==> src/assert_macros.svh <==
// Assertion macros shared by the click event parser RTL.
// No dependencies; included by the modules that carry assertions.
`ifndef ASSERT_MACROS_SVH
`define ASSERT_MACROS_SVH

// Checked at every clock edge once reset is released.
`define ASSERT_CLK(label, prop, msg) \
  label: assert property (@(posedge clk) disable iff (rst) prop) else $error(msg);

// Checked at every clock edge, reset included.
`define ASSERT_ALWAYS(label, prop, msg) \
  label: assert property (@(posedge clk) prop) else $error(msg);

`endif

==> src/cel_pkg.sv <==
// Shared types and character constants for the click event line parser.
// No dependencies; used by every module of the block.
package cel_pkg;

  localparam logic [7:0] CH_ZERO    = 8'h30;
  localparam logic [7:0] CH_C       = 8'h63;
  localparam logic [7:0] CH_NEWLINE = 8'h0a;
  localparam logic [7:0] CH_MINUS   = 8'h2d;
  localparam logic [7:0] CH_BLANK   = 8'h20;
  localparam logic [7:0] CH_WS_LO   = 8'h09;
  localparam logic [7:0] CH_WS_HI   = 8'h0d;

  localparam int DIGIT_BITS  = 9;   // byte - '0' spans -48..207
  localparam int RADIX       = 10;
  localparam int QUEUE_DEPTH = 2;   // power of two
  localparam int QPTR_BITS   = $clog2(QUEUE_DEPTH);
  localparam int QCNT_BITS   = $clog2(QUEUE_DEPTH + 1);

  // One classified byte handed from the front to the back.
  typedef struct packed {
    logic                         is_space;
    logic                         is_newline;
    logic                         is_minus;
    logic                         is_letter_c;
    logic signed [DIGIT_BITS-1:0] digit;
  } token_t;

endpackage

==> src/cel_front.sv <==
// Front end: classifies each received byte into a token.
// Depends on cel_pkg.
module cel_front (
  input  logic           in_valid,
  output logic           in_ready,
  input  logic [7:0]     byte_in,
  output logic           tok_valid,
  input  logic           tok_ready,
  output cel_pkg::token_t tok
);
  import cel_pkg::*;

  assign tok_valid = in_valid;
  assign in_ready  = tok_ready;

  always_comb begin
    tok.is_space    = (byte_in == CH_BLANK) || (byte_in >= CH_WS_LO && byte_in <= CH_WS_HI);
    tok.is_newline  = (byte_in == CH_NEWLINE);
    tok.is_minus    = (byte_in == CH_MINUS);
    tok.is_letter_c = (byte_in == CH_C);
    tok.digit       = $signed({1'b0, byte_in}) - $signed({1'b0, CH_ZERO});
  end

endmodule

==> src/cel_queue.sv <==
// Short token queue between front and back; each side stalls on its own.
// Depends on cel_pkg and assert_macros.svh.
`include "assert_macros.svh"
module cel_queue (
  input  logic            clk,
  input  logic            rst,
  input  logic            push_valid,
  output logic            push_ready,
  input  cel_pkg::token_t push_tok,
  output logic            pop_valid,
  input  logic            pop_ready,
  output cel_pkg::token_t pop_tok
);
  import cel_pkg::*;

  token_t               slot [QUEUE_DEPTH];
  logic [QPTR_BITS-1:0] wr_ptr;
  logic [QPTR_BITS-1:0] rd_ptr;
  logic [QCNT_BITS-1:0] count;
  logic                 push;
  logic                 pop;

  assign push_ready = (count != QCNT_BITS'(QUEUE_DEPTH));
  assign pop_valid  = (count != '0);
  assign pop_tok    = slot[rd_ptr];
  assign push       = push_valid && push_ready;
  assign pop        = pop_valid && pop_ready;

  always_ff @(posedge clk) begin
    if (push) begin
      slot[wr_ptr] <= push_tok;
    end
  end

  always_ff @(posedge clk) begin
    if (rst) begin
      wr_ptr <= '0;
      rd_ptr <= '0;
      count  <= '0;
    end else begin
      if (push) wr_ptr <= wr_ptr + 1'b1;
      if (pop) rd_ptr <= rd_ptr + 1'b1;
      if (push && !pop) begin
        count <= count + 1'b1;
      end else if (pop && !push) begin
        count <= count - 1'b1;
      end
    end
  end

  `ASSERT_CLK(a_count_bound, count <= QCNT_BITS'(QUEUE_DEPTH), "queue count over depth")
  `ASSERT_CLK(a_push_grows, (push && !pop) |=> (count == $past(count) + 1'b1), "push lost")
  `ASSERT_CLK(a_pop_shrinks, (pop && !push) |=> (count == $past(count) - 1'b1), "pop lost")

endmodule

==> src/cel_back.sv <==
// Back end: line state machine, saturating accumulators, result register.
// Depends on cel_pkg and assert_macros.svh.
`include "assert_macros.svh"
module cel_back #(
  parameter int FIELD_BITS = 16
) (
  input  logic                         clk,
  input  logic                         rst,
  input  logic                         tok_valid,
  output logic                         tok_ready,
  input  cel_pkg::token_t              tok,
  output logic                         out_valid,
  input  logic                         out_ready,
  output logic signed [FIELD_BITS-1:0] click_index,
  output logic signed [FIELD_BITS-1:0] click_button,
  output logic signed [FIELD_BITS-1:0] click_position
);
  import cel_pkg::*;

  localparam logic [2:0] PH_EVENT    = 3'd0;
  localparam logic [2:0] PH_CLICK    = 3'd1;
  localparam logic [2:0] PH_INDEX    = 3'd2;
  localparam logic [2:0] PH_BUTTON   = 3'd3;
  localparam logic [2:0] PH_POSITION = 3'd4;
  localparam logic [2:0] PH_INVALID  = 3'd5;

  localparam int WIDE = FIELD_BITS + 5;
  localparam logic signed [WIDE-1:0] WIDE_MAX = WIDE'((64'sd1 <<< (FIELD_BITS - 1)) - 64'sd1);
  localparam logic signed [WIDE-1:0] WIDE_MIN = -WIDE_MAX - WIDE'(1);
  localparam logic signed [FIELD_BITS-1:0] F_MAX = WIDE_MAX[FIELD_BITS-1:0];
  localparam logic signed [FIELD_BITS-1:0] F_MIN = WIDE_MIN[FIELD_BITS-1:0];

  logic [2:0]                   phase, phase_next;
  logic signed [FIELD_BITS-1:0] index_acc, index_acc_next;
  logic signed [FIELD_BITS-1:0] button_acc, button_acc_next;
  logic signed [FIELD_BITS-1:0] position_acc, position_acc_next;
  logic                         minus_seen, minus_seen_next;
  logic                         emit;

  logic signed [FIELD_BITS-1:0] sel_acc;
  logic signed [WIDE-1:0]       step_sum;
  logic signed [FIELD_BITS-1:0] step_sat;
  logic signed [FIELD_BITS-1:0] neg_sat;
  logic                         take;

  assign tok_ready = !out_valid || out_ready;
  assign take      = tok_valid && tok_ready;

  // One shared digit unit; only the active field's accumulator feeds it.
  always_comb begin
    case (phase)
      PH_INDEX:  sel_acc = index_acc;
      PH_BUTTON: sel_acc = button_acc;
      default:   sel_acc = position_acc;
    endcase
    step_sum = WIDE'(sel_acc) * WIDE'(RADIX) + WIDE'(tok.digit);
    if (step_sum > WIDE_MAX) begin
      step_sat = F_MAX;
    end else if (step_sum < WIDE_MIN) begin
      step_sat = F_MIN;
    end else begin
      step_sat = step_sum[FIELD_BITS-1:0];
    end
    neg_sat = (sel_acc == F_MIN) ? F_MAX : -sel_acc;
  end

  always_comb begin
    phase_next        = phase;
    index_acc_next    = index_acc;
    button_acc_next   = button_acc;
    position_acc_next = position_acc;
    minus_seen_next   = minus_seen;
    emit              = 1'b0;
    unique case (phase)
      PH_EVENT: begin
        if (!tok.is_space) phase_next = tok.is_letter_c ? PH_CLICK : PH_INVALID;
      end
      PH_CLICK: begin
        if (tok.is_space) begin
          index_acc_next    = '0;
          button_acc_next   = '0;
          position_acc_next = '0;
          minus_seen_next   = 1'b0;
          phase_next        = PH_INDEX;
        end
      end
      PH_INDEX: begin
        if (tok.is_minus) begin
          minus_seen_next = 1'b1;
        end else if (tok.is_space) begin
          if (minus_seen) index_acc_next = neg_sat;
          minus_seen_next = 1'b0;
          phase_next      = PH_BUTTON;
        end else begin
          index_acc_next = step_sat;
        end
      end
      PH_BUTTON: begin
        if (tok.is_minus) begin
          minus_seen_next = 1'b1;
        end else if (tok.is_space) begin
          if (minus_seen) button_acc_next = neg_sat;
          minus_seen_next = 1'b0;
          phase_next      = PH_POSITION;
        end else begin
          button_acc_next = step_sat;
        end
      end
      PH_POSITION: begin
        if (tok.is_minus) begin
          minus_seen_next = 1'b1;
        end else if (tok.is_newline) begin
          if (minus_seen) position_acc_next = neg_sat;
          phase_next = PH_EVENT;
          emit       = 1'b1;
        end else begin
          position_acc_next = step_sat;
        end
      end
      PH_INVALID: begin
        if (tok.is_newline) phase_next = PH_EVENT;
      end
      default: begin
        phase_next = PH_EVENT;
      end
    endcase
  end

  always_ff @(posedge clk) begin
    if (rst) begin
      phase        <= PH_EVENT;
      index_acc    <= '0;
      button_acc   <= '0;
      position_acc <= '0;
      minus_seen   <= 1'b0;
      out_valid    <= 1'b0;
    end else begin
      if (take) begin
        phase        <= phase_next;
        index_acc    <= index_acc_next;
        button_acc   <= button_acc_next;
        position_acc <= position_acc_next;
        minus_seen   <= minus_seen_next;
      end
      if (take && emit) begin
        out_valid <= 1'b1;
      end else if (out_ready) begin
        out_valid <= 1'b0;
      end
    end
  end

  always_ff @(posedge clk) begin
    if (take && emit) begin
      click_index    <= index_acc;
      click_button   <= button_acc;
      click_position <= position_acc_next;
    end
  end

  `ASSERT_CLK(a_emit_loads, (take && emit) |=> out_valid, "result not loaded")
  `ASSERT_CLK(a_emit_from_position, (take && emit) |-> (phase == PH_POSITION),
              "result outside position field")
  `ASSERT_CLK(a_line_restart, (take && emit) |=> (phase == PH_EVENT), "no restart after result")

endmodule

==> src/click_event_line_parser_unit.sv <==
// Click event line parser, top level.
// Input channel: byte_in with in_valid/in_ready, one text byte per beat.
// Output channel: click_index, click_button, click_position with
//   out_valid/out_ready, one beat per completed click line.
// A line is 'c', a run of non-space bytes, whitespace, then index, button
// and position separated by whitespace, closed by newline. Other lines are
// dropped through their newline. Fields saturate to signed FIELD_BITS.
// Throughput: one byte per cycle while results are taken; the back end
//   updates with one shared multiply-by-ten, add and clamp.
// Result path: the closing newline beat passes through the token queue,
//   then the result register, before the result beat is valid.
// Reset (rst, synchronous): queue empties, parser waits for the event letter,
//   accumulators clear, no result is pending.
// Receiver stall: the result register holds; the back end stops while a
//   result waits, the 2-entry queue fills, then in_ready drops. Nothing is
//   lost or repeated.
// Depends on cel_pkg, cel_front, cel_queue, cel_back.
module click_event_line_parser_unit #(
  parameter int FIELD_BITS = 16
) (
  input  logic                         clk,
  input  logic                         rst,
  input  logic                         in_valid,
  output logic                         in_ready,
  input  logic [7:0]                   byte_in,
  output logic                         out_valid,
  input  logic                         out_ready,
  output logic signed [FIELD_BITS-1:0] click_index,
  output logic signed [FIELD_BITS-1:0] click_button,
  output logic signed [FIELD_BITS-1:0] click_position
);
  import cel_pkg::*;

  // Front -> queue
  logic   front_valid;
  logic   front_ready;
  token_t front_tok;
  // Queue -> back
  logic   back_valid;
  logic   back_ready;
  token_t back_tok;

  // Byte classification: whitespace, newline, minus, 'c', digit value.
  cel_front u_front (
    .in_valid  (in_valid),
    .in_ready  (in_ready),
    .byte_in   (byte_in),
    .tok_valid (front_valid),
    .tok_ready (front_ready),
    .tok       (front_tok)
  );

  // Decouples byte intake from the parser so a stalled result does not
  // stop intake at once.
  cel_queue u_queue (
    .clk        (clk),
    .rst        (rst),
    .push_valid (front_valid),
    .push_ready (front_ready),
    .push_tok   (front_tok),
    .pop_valid  (back_valid),
    .pop_ready  (back_ready),
    .pop_tok    (back_tok)
  );

  // Line state machine, accumulators and the result register.
  cel_back #(
    .FIELD_BITS (FIELD_BITS)
  ) u_back (
    .clk            (clk),
    .rst            (rst),
    .tok_valid      (back_valid),
    .tok_ready      (back_ready),
    .tok            (back_tok),
    .out_valid      (out_valid),
    .out_ready      (out_ready),
    .click_index    (click_index),
    .click_button   (click_button),
    .click_position (click_position)
  );

endmodule

==> config.mk <==
export PLATFORM = sky130hd
export DESIGN_NAME = click_event_line_parser_unit
export DESIGN_NICKNAME = d
export VERILOG_FILES = /design/src/cel_pkg.sv /design/src/cel_front.sv /design/src/cel_queue.sv /design/src/cel_back.sv /design/src/click_event_line_parser_unit.sv
export VERILOG_INCLUDE_DIRS = /design/src /design/src/src
export SDC_FILE = /design/constraint.sdc
export NUM_CORES = 1
export LEC_CHECK = 0
export ABC_AREA = 1
export BUFFER_PORTS_ARGS = -buffer_cell sky130_fd_sc_hd__buf_2
export CORE_UTILIZATION = 55
export DETAILED_ROUTE_END_ITERATION = 10
export PLACE_DENSITY = 0.85
export SYNTH_ARGS = -nofsm -noshare
export SYNTH_HDL_FRONTEND = slang
export SYNTH_SLANG_ARGS = --single-unit
==> constraint.sdc <==
create_clock -name clk -period 6 [get_ports clk]
set_clock_uncertainty 0.1 [all_clocks]
set_input_delay 0.3 -clock clk [delete_from_list [all_inputs] [get_ports clk]]
set_output_delay 0.3 -clock clk [all_outputs]
set_load 0.005 [all_outputs]
Word-level counts from Yosys, hierarchy flattened
Memory sizes are Yosys's and may differ from the RTL's. A register that Yosys moved wholly into a read port is not among the register bits.
Index checks and enable logic that the tools add are counted.
Word-level totals
  memories: 1
  register bits: 105
  bits in writable memories: 26
  output and inout bits: 50
  input bits: 12
Operators by class
  magnitude comparators: 4
  equality and inequality tests: 21
  multipliers: 1
  multiplexer cells: 40
  reduce and logical (&&, ||, !) cells: 23
  add/subtract/negate cells: 7
Memories
  u_queue.slot: words 2, bits a word 13, rd ports 1, clocked after memory_dff 1, wr ports 1, line cel_queue.sv:16  | token_t slot [QUEUE_DEPTH];
Operators with widths (number)
  $mux W16: 11
  $pmux W16 S2: 4
  $mux W3: 9
  $add A21 B9 Y21: 1
  $gt A21 B16 Y1 const B: 1
  $lt A21 B16 Y1 const B: 1
  $mul A16 B4 Y20 const B: 1
  $pmux W3 S6: 1
  $eq A16 B16 Y1 const B: 1
  $eq A8 B6 Y1 const B: 2
  $neg A16 Y16: 1
  $mux W1: 12
  $ne A2 B2 Y1 const B: 6
  $reduce_and A5 Y1: 2
  $reduce_bool A2 Y1: 5
  $sub A8 B6 Y9 const B: 1
  $eq A8 B4 Y1 const B: 1
  $eq A8 B7 Y1 const B: 1
  $ge A8 B4 Y1 const B: 1
  $le A8 B4 Y1 const B: 1
  $reduce_and A8 Y1: 1
  $eq A3 B2 Y1 const B: 2
  $eq A3 B3 Y1 const B: 2
  $logic_and A1 B1 Y1: 6
  other kinds (14): 22

Logic depth before layout (Yosys ltp)
  depth in word-level cells: 10
  gate-level depth with buffers: 38
  mapped depth without buffers: 37

Modules after synthesis
A second synthesis with hierarchy kept.
Unflattened totals
  cells, all modules: 1228
  area total of the unflattened synthesis: 9273.9 sq um
By module, submodules not included
  cel_back: cells each 1106, area each 7797.5 sq um, sequential area each 2502.4 sq um, instances 1
  cel_queue: cells each 77, area each 1219.9 sq um, sequential area each 880.8 sq um, instances 1
  cel_front: cells each 45, area each 256.5 sq um, sequential area each 0.0 sq um, instances 1

Worst setup path after synthesis
No wires, ideal clock.
  path kind: reg-to-reg
  start: register (tool-made name)
  end: register u_back.click_button[0], enable pin
  period minus slack after synthesis: 5.364 ns
  setup slack: 0.636 ns
  arrival time: 4.749 ns
  buffers on the path: 1
  cell stages (with the launch flop): 9
  cells stage by stage: dfxtp_1 -> inv_1 -> or2_1 -> o21ai_0 -> inv_1 -> nor2_1 -> inv_1 -> clkbuf_1 -> nor3_1
RTL lines
  end signal: assignment: line cel_back.sv:156  | click_button <= button_acc;
  end: declaration: line cel_back.sv:15  | output logic signed [FIELD_BITS-1:0] click_button,

Worst setup path after layout
  start: register u_back.phase[2]
  end: register u_back.click_position[12] (data pin)
On the way
  word-level cells in the longest chain between the ends: 10
Ends and longest elaborated chain
  start: declaration: line cel_back.sv:33  | logic [2:0] phase, phase_next;
  start signal: assignment: line cel_back.sv:139  | phase <= phase_next;
  $eq A3 B2 Y1: line cel_back.sv:51  | case (phase)
  $pmux W16 S2: line cel_back.sv:51
  $mul A16 B4 Y20: line cel_back.sv:56  | step_sum = WIDE'(sel_acc) * WIDE'(RADIX) + WIDE'(tok.digit);
  $add A21 B9 Y21: line cel_back.sv:56
  $lt A21 B16 Y1: line cel_back.sv:59  | end else if (step_sum < WIDE_MIN) begin
  $mux W16: line cel_back.sv:59
  $mux W16: line cel_back.sv:57  | if (step_sum > WIDE_MAX) begin
  $mux W16: line cel_back.sv:112  | end else if (tok.is_newline) begin
  $mux W16: line cel_back.sv:110  | if (tok.is_minus) begin
  $pmux W16 S2 *: line cel_back.sv:74  | unique case (phase)
  net u_back.position_acc_next[12]: line cel_back.sv:36  | logic signed [FIELD_BITS-1:0] position_acc, position_acc_next;
  end signal: assignment: line cel_back.sv:157  | click_position <= position_acc_next;
  end: declaration: line cel_back.sv:16  | output logic signed [FIELD_BITS-1:0] click_position
Mark *: on every way through the listed nets, which the timed path passes. The rest lies on a longest branch.
A chain may end at the register's enable or synchronous reset.

==> run metrics <==
H-tree Lvls=4; crit-path most repeated cell=nand2_1; setup ws final=0.410 ns; share of cells above drive strength 1=0.136; CTS Hold Bufs=0; post-synthesis sequential area ratio=0.389; num rows=45; CTS tree=yes; Max Cap Viol=0; Final setup viols=0; RD Place Congestion=1.04; max-slew violation count=0; top_reg_cell synth=edfxtp_1; vias per std cell=5.80; synthesized flop and latch total=132; gr ovfl total=0; Fillers=1326; Synthesized Nets=1227; Cells after Synth=1163; global-route wire length before repair=40.1 mm; worst reg-to-reg setup slack=0.41 ns; dpl ws=0.140 ns; Final nets=1298; GRT Total Usage=0.319; fin util=0.651; port buffer count=61; Die Area=16300 µm²; CP Capture Type=flip-flop; initial detailed-routing violation count=1082; Fin Hold WS=0.0169 ns; Slowest Stage Delay on Critical Path=0.42 ns; multi-input logic area=4710 µm²; Hold Path Class=in -> reg; commonest non-fill, non-tap cell in the layout=nand2_1; FF-to-FF End=u_back.click_position[12]; share of the synthesized area in the top cell type=0.256; post-synth top area cell=edfxtp_1; Worst Hold End=u_queue.slot[0][2]; DRC viols=0; Distinct cells, synth=50; Slowest cell on crit path=dfxtp_2; most frequent cells in the layout=337 x nand2_1, 114 x inv_1, 105 x a21oi_1; initial antenna violation count=0; Post-synth EDFFs=74; actual slew at the worst max-slew pin=1.16 ns; DRT Pass-1 Iters=7; Tcrit/Tclk final=0.932; Reg2Reg Depth=33; relative slew slack=0.222; hold_sp=byte_in[2]; Clock Pin Slew Worst Setup and Hold Paths=0.06 ns; clk sinks=132; initial core utilization=0.568; Mapped Area=8700 µm²; delay-heaviest family, CP=compound AO/OA/AOI/OAI gates; syn avg cell area=7.48 µm²; die span in y=128 µm; kind of critical path=reg -> reg; FFs w/ async S/R, synth=0; DR vias=8454; # IOs=62; max frequency=0.179 GHz; pin count of the biggest net entering global routing=54; Area Overhead vs Synth=14.7%; Routed WL per cell=17.2 µm; antenna-violating nets left=0; yosys warns=0; critical path launch point type=flip-flop; CTS buffer count=17; detailed placement HPWL=18.3 mm; status=completed; final worst path period need=5.59 ns; ranking of synthesized cells by area=edfxtp_1 26%, nand2_1 15%, dfxtp_1 13%; clk root buf=clkbuf_16; overall die width=128 µm; CTS Buffer Depth=2; Reg area=3390 µm²; Final Hold Vio Count=0; Worst-Skew Late Latency=0.42 ns; Hold Crit Depth=1; Core Area=15300 µm²; worst r2r src=u_back.phase[2]; WP data required=6.06 ns; Critical Path AT=5.65 ns; final wirelength=25.1 mm; antenna diode count=0; vias in the first global route=7783; Worst Path Buf+Inv=4; crit-path max FO=22
## synthesized netlist by cell type (2+ instances only)
master	count
or2_2	2
a211oi_1	2
o21ai_0	21
clkbuf_1	23
or2_1	2
nand2_1	337
buf_4	2
clkinv_1	2
o211ai_1	25
inv_1	114
nand2_2	9
nand3_1	95
o21ai_1	11
o21ai_2	2
a21oi_1	105
o21bai_1	3
xor2_1	23
nor2_1	96
a31oi_1	7
nor2_4	4
a21boi_0	2
ha_1	50
dfxtp_1	58
a21o_1	2
nor2_2	9
nand3b_1	3
xnor2_1	12
edfxtp_1	74
nand3_2	7
o22ai_1	2
a21oi_2	7
and3_1	3
buf_6	3
buf_2	6
fa_1	2
nand3_4	2
o31ai_1	2
nand4_1	15
inv_2	4
nor3_1	5
## worst reg2reg max path: cells and delay by family, from the launching register on
family	cells	cell delay [ns]
buf+inv	4	0.58
simple gates	16	1.56
flops	1	0.42
compound gates	10	1.88
xor+xnor	1	0.21
fa+ha+maj	2	0.59
## sequential cells by signal (all words and copies together), names as in the netlist, named ones only
name,flops
u_back.phase,3
u_back.click_position,16
u_back.out_valid,1
u_back.click_button,16
u_back.click_index,16
u_queue.rd_ptr,1
u_back.button_acc,16
u_queue.slot,26
u_back.minus_seen,1
u_queue.count,2
u_back.position_acc,16
u_back.index_acc,16
u_queue.wr_ptr,1
## layer usage
layer / global-route usage / routed length (µm) / vias up
met2: 0.505 / 11400 / 504
met1: 0.409 / 10300 / 3820
met5: 0 / 0 / -
li1: - / - / 4031
met4: 0.136 / 994 / 0
met3: 0.0897 / 2500 / 99
## stage by stage
stage,instance area [µm²],TNS [ns],instances
floorplan,8700,0,1163
global placement,9310,0,1425
detailed placement,9310,0,1425
CTS,9950,0,1457
global route,9970,-0.0291,1458
finish,9970,0,1458
## timing repair
| action | 4_1_cts | 5_1_grt |
|---|---|---|
| endpoints found under the setup margin | 0 | 60 |
| buffers inserted | 0 | 1 |
| gates resized for setup | 0 | 7 |
## worst max path at each step
stage	startpoint	to	depth (start not counted)
floorplan	flip-flop	u_back.click_button[0]	8
global placement	u_back.phase[1]	u_back.click_position[12]	31
detailed placement	u_back.phase[1]	u_back.click_position[12]	31
CTS	u_back.phase[1]	u_back.click_position[12]	31
global route	u_back.phase[2]	u_back.click_position[12]	32
finish	u_back.phase[2]	u_back.click_position[12]	33
## kinds of logic after synthesis
family / count (synthesis) / synth area share
flip-flops: 132 / 0.389
XOR/XNOR: 35 / 0.0353
adder cells (fa/ha/maj): 52 / 0.0765
AO/OA/AOI/OAI: 196 / 0.131
buffers and inverters: 155 / 0.0715
AND/OR/NAND/NOR: 593 / 0.297
## layout make-up
class	count	area share
multi-input combinational	876	0.472
sequential	132	0.340
timing repair buffer	86	0.0519
clock buffer	22	0.0497
inverter	121	0.0458
tap	211	0.0265
clock inverter	10	0.0144
Power is left out: the tool's default activity adds up to more than one toggle a clock period on the data nets, which glitch-free logic cannot reach.
